**config.mk**
```make
export PLATFORM = sky130hd
export DESIGN_NAME = sorted_insert_descending_queue_unit
export DESIGN_NICKNAME = d
export VERILOG_FILES = /design/src/rtl/srtq_pkg.sv /design/src/rtl/srtq_cell.sv /design/src/rtl/sorted_insert_descending_queue_unit.sv
export SDC_FILE = /design/constraint.sdc
export NUM_CORES = 1
export LEC_CHECK = 0
export BUFFER_PORTS_ARGS = -buffer_cell sky130_fd_sc_hd__buf_2
export CAP_MARGIN = 15
export CORE_UTILIZATION = 45
export DETAILED_ROUTE_END_ITERATION = 10
export PLACE_DENSITY = 0.65
export SETUP_SLACK_MARGIN = 0.4
export SYNTH_ARGS = -nofsm -noshare
export SYNTH_HDL_FRONTEND = slang
export SYNTH_HIERARCHICAL = 1
export SYNTH_SLANG_ARGS = --single-unit
```
**constraint.sdc**
```tcl
create_clock -name clock -period 5 [get_ports clock]
set_clock_uncertainty 0.1 [all_clocks]
set_input_delay 0.25 -clock clock [delete_from_list [all_inputs] [get_ports clock]]
set_output_delay 0.25 -clock clock [all_outputs]
set_load 0.005 [all_outputs]
```
**src/rtl/srtq_pkg.sv**
```systemverilog
// ----------------------------------------------------------------------------
// Sorted insert descending queue package
// Record layout, cell control types, command codes and sequencer states
// shared by the cell chain and the top level.
// ----------------------------------------------------------------------------
package srtq_pkg;

   localparam int POWER_W  = 8;
   localparam int STATUS_W = 16;
   localparam int TAG_W    = 8;
   localparam int POS_W    = 4;

   localparam logic CMD_INSERT = 1'b0;
   localparam logic CMD_DRAIN  = 1'b1;

   typedef struct packed {
      logic [TAG_W-1:0]    tag;
      logic [STATUS_W-1:0] status;
      logic [POWER_W-1:0]  power;
   } rec_type;

   typedef enum logic [1:0] {
      CELL_HOLD,
      CELL_INSERT,
      CELL_SHIFT
   } cell_op_type;

   typedef struct packed {
      cell_op_type         op;
      logic [POWER_W-1:0]  key;
      rec_type             new_rec;
   } cell_ctrl_type;

   typedef enum logic {
      ST_IDLE,
      ST_DRAIN
   } state_type;

endpackage

```
**src/rtl/srtq_cell.sv**
```systemverilog
// ----------------------------------------------------------------------------
// Sorted insert descending queue cell
// One slot of the sorted chain. On an insert it keeps its record, takes the
// new one, or takes its left neighbor's; on a drain shift it takes the right
// neighbor's record.
// ----------------------------------------------------------------------------
module srtq_cell (
   input  logic                  clock,
   input  srtq_pkg::cell_ctrl_type ctrl,
   input  logic                  occupied,
   input  logic                  left_keep,
   input  srtq_pkg::rec_type     left_rec,
   input  srtq_pkg::rec_type     right_rec,
   output logic                  keep,
   output srtq_pkg::rec_type     rec
);

   srtq_pkg::rec_type rec_ff;
   srtq_pkg::rec_type rec_in;

   // Equal powers stay ahead of the new record, which keeps arrival order.
   assign keep = occupied && (rec_ff.power >= ctrl.key);
   assign rec  = rec_ff;

   always_comb begin
      rec_in = rec_ff;
      case (ctrl.op)
         srtq_pkg::CELL_INSERT: begin
            if (keep) begin
               rec_in = rec_ff;
            end else if (left_keep) begin
               rec_in = ctrl.new_rec;
            end else begin
               rec_in = left_rec;
            end
         end
         srtq_pkg::CELL_SHIFT: begin
            rec_in = right_rec;
         end
         default: begin
            rec_in = rec_ff;
         end
      endcase
   end

   always_ff @(posedge clock) begin
      rec_ff <= rec_in;
   end

endmodule

```
**src/rtl/sorted_insert_descending_queue_unit.sv**
```systemverilog
// ----------------------------------------------------------------------------
// Sorted insert descending queue unit
// Holds up to DEPTH records sorted by power, largest first, in a chain of
// cells, and drains them in order on request.
// ----------------------------------------------------------------------------
// Usage:
// A request on the req_ channel is an insert (req_tuser low) or a drain
// (req_tuser high). On an insert all cells compare the new power in
// parallel and the chain opens a gap at the right place, so inserts
// may follow back to back. Its status is first_char times power.
// An insert into a full store is dropped and sets a sticky flag that is
// reported on rsp_tuser; only reset clears it.
// A drain emits one record per cycle through an output register, cell zero
// first while the chain shifts toward the head. The first record is valid
// once the state register has entered the drain state and the output
// register has loaded it. req_tready is low for the whole drain; rsp_tlast
// marks the final one. A drain of an empty store gives no response.
// When the receiver stalls, the output register holds and the chain stops
// shifting. Reset empties the store and clears the flag.
// ----------------------------------------------------------------------------
module sorted_insert_descending_queue_unit #(
   parameter int DEPTH = 16
) (
   input  logic        clock,
   input  logic        reset,
   input  logic        req_tvalid,
   output logic        req_tready,
   input  logic [23:0] req_tdata,   // power[7:0], first_char[15:8], tag[23:16]
   input  logic        req_tuser,   // cmd[0]
   output logic        rsp_tvalid,
   input  logic        rsp_tready,
   output logic [39:0] rsp_tdata,   // power_out[7:0], status_product[23:8],
                                    // tag_out[31:24], position[35:32], zero fill
   output logic        rsp_tlast,
   output logic        rsp_tuser    // dropped[0]
);

   localparam int CNT_W = $clog2(DEPTH + 1);

   srtq_pkg::state_type     state_ff, state_in;
   logic [CNT_W-1:0]        count_ff, count_in;
   logic [srtq_pkg::POS_W-1:0] pos_ff, pos_in;
   logic                    overflow_ff, overflow_in;

   logic                    out_valid_ff, out_valid_in;
   srtq_pkg::rec_type       out_rec_ff, out_rec_in;
   logic [srtq_pkg::POS_W-1:0] out_pos_ff, out_pos_in;
   logic                    out_last_ff, out_last_in;
   logic                    out_drop_ff, out_drop_in;

   srtq_pkg::cell_ctrl_type ctrl;
   srtq_pkg::rec_type       new_rec;
   srtq_pkg::rec_type       cell_rec [DEPTH];
   logic [DEPTH-1:0]        cell_keep;

   logic                    req_accept;
   logic                    is_full;
   logic                    load;

   assign req_accept = req_tvalid && req_tready;
   assign is_full    = (count_ff == CNT_W'(DEPTH));
   assign load       = (state_ff == srtq_pkg::ST_DRAIN) && (!out_valid_ff || rsp_tready);

   assign new_rec.power  = req_tdata[7:0];
   assign new_rec.status = 16'(req_tdata[7:0]) * 16'(req_tdata[15:8]);
   assign new_rec.tag    = req_tdata[23:16];

   always_comb begin
      ctrl.key     = req_tdata[7:0];
      ctrl.new_rec = new_rec;
      ctrl.op      = srtq_pkg::CELL_HOLD;
      if (load) begin
         ctrl.op = srtq_pkg::CELL_SHIFT;
      end else if (req_accept && req_tuser == srtq_pkg::CMD_INSERT && !is_full) begin
         ctrl.op = srtq_pkg::CELL_INSERT;
      end
   end

   for (genvar i = 0; i < DEPTH; i++) begin : g_cell
      srtq_pkg::rec_type left_rec;
      srtq_pkg::rec_type right_rec;
      logic              left_keep;

      if (i == 0) begin : g_head
         assign left_rec  = new_rec;
         assign left_keep = 1'b1;
      end else begin : g_body
         assign left_rec  = cell_rec[i-1];
         assign left_keep = cell_keep[i-1];
      end

      if (i == DEPTH - 1) begin : g_tail
         assign right_rec = new_rec;
      end else begin : g_inner
         assign right_rec = cell_rec[i+1];
      end

      srtq_cell u_cell (
         .clock     (clock),
         .ctrl      (ctrl),
         .occupied  (CNT_W'(i) < count_ff),
         .left_keep (left_keep),
         .left_rec  (left_rec),
         .right_rec (right_rec),
         .keep      (cell_keep[i]),
         .rec       (cell_rec[i])
      );
   end

   always_comb begin
      state_in     = state_ff;
      count_in     = count_ff;
      pos_in       = pos_ff;
      overflow_in  = overflow_ff;
      out_valid_in = out_valid_ff;
      out_rec_in   = out_rec_ff;
      out_pos_in   = out_pos_ff;
      out_last_in  = out_last_ff;
      out_drop_in  = out_drop_ff;
      req_tready   = 1'b0;

      if (rsp_tready) begin
         out_valid_in = 1'b0;
      end

      unique case (state_ff)
         srtq_pkg::ST_IDLE: begin
            req_tready = 1'b1;
            if (req_accept) begin
               if (req_tuser == srtq_pkg::CMD_INSERT) begin
                  if (is_full) begin
                     overflow_in = 1'b1;
                  end else begin
                     count_in = count_ff + CNT_W'(1);
                  end
               end else if (count_ff != '0) begin
                  state_in = srtq_pkg::ST_DRAIN;
                  pos_in   = '0;
               end
            end
         end
         srtq_pkg::ST_DRAIN: begin
            if (load) begin
               out_valid_in = 1'b1;
               out_rec_in   = cell_rec[0];
               out_pos_in   = pos_ff;
               out_last_in  = (count_ff == CNT_W'(1));
               out_drop_in  = overflow_ff;
               pos_in       = pos_ff + srtq_pkg::POS_W'(1);
               count_in     = count_ff - CNT_W'(1);
               if (count_ff == CNT_W'(1)) begin
                  state_in = srtq_pkg::ST_IDLE;
               end
            end
         end
         default: begin
            state_in = srtq_pkg::ST_IDLE;
         end
      endcase
   end

   always_ff @(posedge clock) begin
      if (reset) begin
         state_ff     <= srtq_pkg::ST_IDLE;
         count_ff     <= '0;
         pos_ff       <= '0;
         overflow_ff  <= 1'b0;
         out_valid_ff <= 1'b0;
      end else begin
         state_ff     <= state_in;
         count_ff     <= count_in;
         pos_ff       <= pos_in;
         overflow_ff  <= overflow_in;
         out_valid_ff <= out_valid_in;
      end
   end

   always_ff @(posedge clock) begin
      out_rec_ff  <= out_rec_in;
      out_pos_ff  <= out_pos_in;
      out_last_ff <= out_last_in;
      out_drop_ff <= out_drop_in;
   end

   assign rsp_tvalid = out_valid_ff;
   assign rsp_tdata  = {4'b0000, out_pos_ff, out_rec_ff.tag, out_rec_ff.status,
                        out_rec_ff.power};
   assign rsp_tlast  = out_last_ff;
   assign rsp_tuser  = out_drop_ff;

`ifndef NO_ASSERTIONS
   // The fill count never passes the number of cells.
   a_count_range: assert property (@(posedge clock) disable iff (reset)
      count_ff <= CNT_W'(DEPTH))
      else $error("fill count exceeds depth");

   // A drain is only running while records remain.
   a_drain_nonempty: assert property (@(posedge clock) disable iff (reset)
      state_ff == srtq_pkg::ST_DRAIN |-> count_ff != '0)
      else $error("drain running on an empty store");

   // Emitting the final record ends the drain.
   a_last_ends_drain: assert property (@(posedge clock) disable iff (reset)
      load && count_ff == CNT_W'(1) |=> state_ff == srtq_pkg::ST_IDLE && count_ff == '0)
      else $error("drain did not end after the final record");

   // The loss flag is sticky until reset.
   a_overflow_sticky: assert property (@(posedge clock) disable iff (reset)
      overflow_ff |=> overflow_ff)
      else $error("loss flag cleared without reset");

   // An insert into a full store leaves the count alone and raises the flag.
   a_full_drop: assert property (@(posedge clock) disable iff (reset)
      req_accept && req_tuser == srtq_pkg::CMD_INSERT && is_full
      |=> overflow_ff && count_ff == CNT_W'(DEPTH))
      else $error("insert into a full store was not dropped");
`endif

endmodule

```
==> results.toml, run 1 <==
[status]
outcome = "finished clean"

[worst_setup_path]
worstSetupEndpointType = "flip-flop"
worstSetupPathType = "in -> reg"
worstPathRequired_ns = 5.28
arrival_ns = 4.81
crit_path_cell_trace = "buf_2 -> buf_4 -> and2_1 -> fa_1 -> fa_1 -> fa_1 -> inv_1 -> fa_2 -> inv_1 -> ha_1 -> buf_4 -> a21oi_1 -> o21ai_0 -> a31oi_4 -> xnor2_4 -> buf_12 -> buf_4 -> mux2i_1 -> o21ai_0"
cp_max_fo = 9
critPathLaunchType = "input pin"
cp_slowest_stage_delay_ns = 0.62
slowest_stage = "fa_2"

[cts]
path_clk_slew_ns = 0.06
htreeDepth = 2
cts_buffers = 61
insertion_delay_ns = 0.66
cts_sinks = 562
clk_path_buf_depth = 3
cts_tree = "yes"
clock_tree.root_cell = "clkbuf_16"

[timing]
fmax_mhz = 220.9
slew_violations = 0
worst_pin_slew_ns = 1.191
hold_violations = 0
slew_headroom_pct = 20.58
post-route-period-util_pct = 90.55
rsz0062_at_grt = "no"
period_minus_slack_ns = 4.527
setup_violations = 0

[min_path]
hold_class = "in -> reg"

[synth]
syn_area_sq_um = 33730
synthesis.instances = 3118
yosysWarnings = 6
postSynthAreaPerCell_sq_um = 10.82

[layout]
layout.cells.non_filler = 4200
final_nets = 3414
drive_above_1_share_pct = 10.46
final_core_util_pct = 50.85
syn_to_final_growth_pct = 12.05
fin_area_sq_um = 37790
antennaDiodeCount = 0

[routing]
ant_nets = 0
wire_per_inst_microns = 21.35
drc = 0
vias = 24340
dr.first_iter.drc_count = 1947
dr.pass1.iters = 6
wl_microns = 89670
viasPerCell = 5.794

[place]
dp.cells = 4074
gp_congestion = 0.9386
io_buffers = 68
dpl.hpwl_microns = 61030
placed_area_sq_um = 35530

[global_route]
gr-total-overflow = 0
grt_usage_pct = 23.52
antenna_found_initial = 1
grt_pass1_wl_microns = 141100
grt_pass1_vias = 25030
grt_max_degree = 65

[floorplan]
dieArea_sq_um = 76050
die_y_microns = 275.8
core-area_sq_um = 74320
dieWidth_microns = 275.8
initial_core_util_pct = 45.38
ios = 73
rows = 100

[power]
power.leakage_nw = 12.99
power_density_nw_per_um2 = 474.6
ir_worst_vdd_mv = 0.3456

[job]
maxCapViolCount = 0
[worst paths after layout]
check / from / end / slack, ns / cells past startpoint
worst max-delay path: req_tdata[4] / g_cell[0].u_cell/rec[20] / 0.47 / 19
worst min-delay path: rsp_tready / rsp_tvalid / 0.06 / 3
worst max register to register: count_ff[0] / g_cell[9].u_cell/rec[21] / 1.04 / 9
worst min register to register: overflow_ff / rsp_tuser / 0.36 / 0
[cells in the final DEF (no fill, tap or decap), drive strengths merged, types with 2 or more instances in the layout]
cell / instances
conb: 5
or3: 3
o21bai: 3
and4b: 2
xor2: 7
dlygate4sd3: 4
a211o: 16
nand2b: 36
o211ai: 2
nor3: 21
xnor2: 8
or2: 2
o2111ai: 3
buf: 179
ha: 169
nand2: 541
a21oi: 19
nor2b: 18
a211oi: 20
clkbuf: 78
edfxtp: 550
nand3b: 3
a31oi: 20
clkinv: 29
mux2i: 514
nand4: 16
a21o: 4
dfxtp: 12
bufinv: 6
and3: 3
o31a: 15
fa: 36
and2: 49
nand3: 9
o41ai: 16
o21ai: 537
nor2: 73
inv: 192
[timing repair]
item / in CTS / in global routing
hold buffers: 4 / 0
resized for setup: 1 / 12
gates cloned: 0 / 1
endpoints found under the hold margin: 12 / 0
endpoints found under the setup margin: 2 / 78
pin swaps: 1 / 5
setup buffers: 1 / 6
[state kept, by name, summed over array words and instances (netlist names)]
register,flops
state_ff,1
rsp_tlast,1
overflow_ff,1
g_cell.u_cell/rec,512
count_ff,5
rsp_tuser,1
rsp_tdata,32
rsp_tvalid,1
pos_ff,4
out_pos_ff,4
[layer usage]
metal  share of wire [%]  track usage (%)
met1                  46            32.70
met2                  47            38.80
met3                 4.9            2.862
met4                 2.1            6.261
met5                   0                0
[final cells by class]
cell class / count / area, sq um
Fill cell: 6618 / 36530
Sequential cell: 562 / 16760
Multi-Input combinational cell: 2180 / 15710
Clock buffer: 78 / 1650
Timing Repair Buffer: 183 / 1376
Tap cell: 969 / 1212
Inverter: 192 / 720.7
Clock inverter: 36 / 372.9
[worst max-delay path, delay by kind of cell]
kind	cells	cell delay, ns
AO/OA/AOI/OAI	4	0.77
buffers and inverters	7	0.86
multiplexers	1	0.11
adder cells (fa/ha/maj)	5	2.53
AND/OR/NAND/NOR	1	0.15
XOR/XNOR	1	0.12
[per-stage QoR]
| stage | setup WS [ns] | hold slack [ns] | total power [W] | setup TNS [ns] |
|---|---|---|---|---|
| finish | 0.4726 | 0.05680 | 0.01794 | 0 |
| global placement | -0.1637 | 0.3311 | 0.01272 | -6.412 |
| floorplan | 0.3907 | 0.2293 | 0.01071 | 0 |
| global route | 0.3990 | 0.07578 | 0.01883 | 0 |
| detailed placement | -0.2746 | 0.3396 | 0.01295 | -13.07 |
| CTS | 0.4147 | 0.02946 | 0.01765 | 0 |
[power by group]
group	total, W	internal, W	switching, W
sequential	0.00761	0.00689	0.000721
clock	0.00459	0.00264	0.00195
combinational	0.00574	0.00226	0.00347
total	0.0179	0.0118	0.00615
(Power assumes the default switching activity.)
==> inputs of run 2 (changes only) <==
- ABC_AREA: not set -> 1
- CTS_BUF_LIST: not set -> sky130_fd_sc_hd__clkbuf_4
==> results.toml, run 2 <==
[timing]
fmax_mhz = 233.0
worst_pin_slew_ns = 1.056
hold_violations = 0
period_minus_slack_ns = 4.293
slew_headroom_pct = 29.28
fin_ws_ns = 0.7073
rsz0062_at_grt = "no"
post-route-period-util_pct = 85.85
fin_setup_tns_ns = 0
setup_violations = 0
slew_violations = 0

[layout]
final_cell_mix = "nand2_1, nor2_1, edfxtp_1"
final_core_util_pct = 48.91
final_common_cell = "nand2_1"
drive_above_1_share_pct = 10.74
final_nets = 4337
largest_reg_flops = 512
register_area_sq_um = 16760
multi_input_area_sq_um = 14440
final.fill_count = 7256
syn_to_final_growth_pct = 7.633

[routing]
wl_microns = 92010
wire_per_inst_microns = 17.73
ant_nets = 0
dr.pass1.iters = 7
dr.first_iter.drc_count = 2372
viasPerCell = 5.399
vias = 28030
drc = 0

[global_route]
grt_pass1_vias = 27300
gr-total-overflow = 0
antenna_found_initial = 2
grt_pass1_wl_microns = 147400
grt_max_degree = 65
grt_usage_pct = 23.82

[worst_setup_path]
critPathLaunchType = "input pin"
arrival_ns = 5.00
slowest_stage = "fa_1"
cp_max_fo = 18
cp_num_buf_inv = 5
worstSetupEndpointType = "flip-flop"
crit_path_cell_trace = "dlygate4sd3_1 -> buf_2 -> buf_4 -> nand2_1 -> fa_1 -> fa_1 -> fa_1 -> fa_1 -> inv_1 -> ha_1 -> nand2_1 -> nor2_1 -> nand3_1 -> nand3_1 -> nand2_1 -> nand2_1 -> buf_4 -> nand2_1 -> a31oi_1"
critPathTopFamily = "adder cells"
reg2reg_slack_ns = 1.26
crit_top_cell = "nand2_1"
cp_slowest_stage_delay_ns = 0.56
worstSetupPathType = "in -> reg"
worstPathRequired_ns = 5.70

[floorplan]
rows = 101
dieArea_sq_um = 77680
core-area_sq_um = 75820
die_y_microns = 278.7
initial_core_util_pct = 45.45
dieWidth_microns = 278.7
ios = 73

[cts]
path_clk_slew_ns = 0.07
ctsResizeCount = 0
clock_tree.root_cell = "clkbuf_4"
cts_tree = "yes"
insertion_delay_ns = 0.99
cts_sinks = 562
cts_buffers = 153
clk_path_buf_depth = 3
htreeDepth = 4

[job]
maxCapViolCount = 0

[power]
power_density_nw_per_um2 = 405.8
power.leakage_nw = 16.47
ir_worst_vdd_mv = 0.2922

[place]
dpl.hpwl_microns = 61970
io_buffers = 68
post-place-ws_ns = 0.2764
gp_congestion = 0.8936

[synth]
postSynthAreaPerCell_sq_um = 8.570
yosysWarnings = 6
syn_area_sq_um = 34460
synthesis.instances = 4021

[status]
outcome = "finished clean"

[min_path]
hold_class = "in -> reg"
-- run 2: changes by cell type in the layout (fill, tap and decap cells not counted), moves of 27 or more --
| cell | previous run | this run |
|---|---|---|
| nand2_1 | 541 | 1350 |
| o21ai_0 | 534 | 7 |
| nor2_1 | 73 | 594 |
| mux2i_1 | 514 | 0 |
| a31oi_1 | 18 | 514 |
| clkbuf_4 | 0 | 239 |
| inv_1 | 191 | 351 |
| clkbuf_16 | 61 | 0 |
| and2_1 | 48 | 0 |
| nand2b_1 | 36 | 0 |
| a21oi_1 | 19 | 46 |
-- run 2: final timing paths --
kind                              startpoint                        end  cells past startpoint
worst max register to register      state_ff   g_cell[12].u_cell/rec[0]                     11
worst min-delay path               req_tuser                  pos_ff[3]                      7
worst min register to register   overflow_ff                  rsp_tuser                      0
worst max-delay path            req_tdata[1]  g_cell[14].u_cell/rec[20]                     19
-- run 2: timing repair --
action,in CTS,in global routing
hold buffers,27,0
hold endpoints to repair,248,0
buffers inserted,0,0
-- run 2: cell type report --
class                      count  area share, %
inverter                     373          3.792
tap                          978          3.299
multi-input combinational   2842          38.92
timing repair buffer         171          3.252
clock inverter                23         0.6950
antenna                        3        0.02024
clock buffer                 239          4.838
sequential                   562          45.18
-- run 2: where the power goes --
group	internal, W	switching, W
Clock	0.00246	0.00200
Sequential	0.00618	0.000416
Combinational	0.00128	0.00272
-- run 2: layer usage --
layer	routed length, microns	GRT usage, %	vias up
li1	-	-	13710
met1	39290	30.75	13050
met2	43870	40.26	1124
met3	7126	4.184	150
met4	1724	8.115	0
met5	0	0	-
-- run 2: metrics by stage --
stage | hold WS [ns] | area [sq um] | power (W) | cells
after floorplan | 0.2191 | 34480 | 0.009318 | 4024
after global placement | 0.3293 | 34760 | 0.01051 | 4899
after detailed placement | 0.3357 | 34760 | 0.01061 | 4899
after CTS | 0.05486 | 37080 | 0.01512 | 5188
after global routing | 0.1367 | 37090 | 0.01595 | 5191
final | 0.1656 | 37090 | 0.01505 | 5191
-- run 2: worst min-delay path, stage by stage --
cell and delay, ns:
dlygate4sd3_1 0.52, buf_2 0.10, inv_1 0.04, nor2_2 0.13, a21oi_1 0.08, nand2_1 0.06, nor2_1 0.03
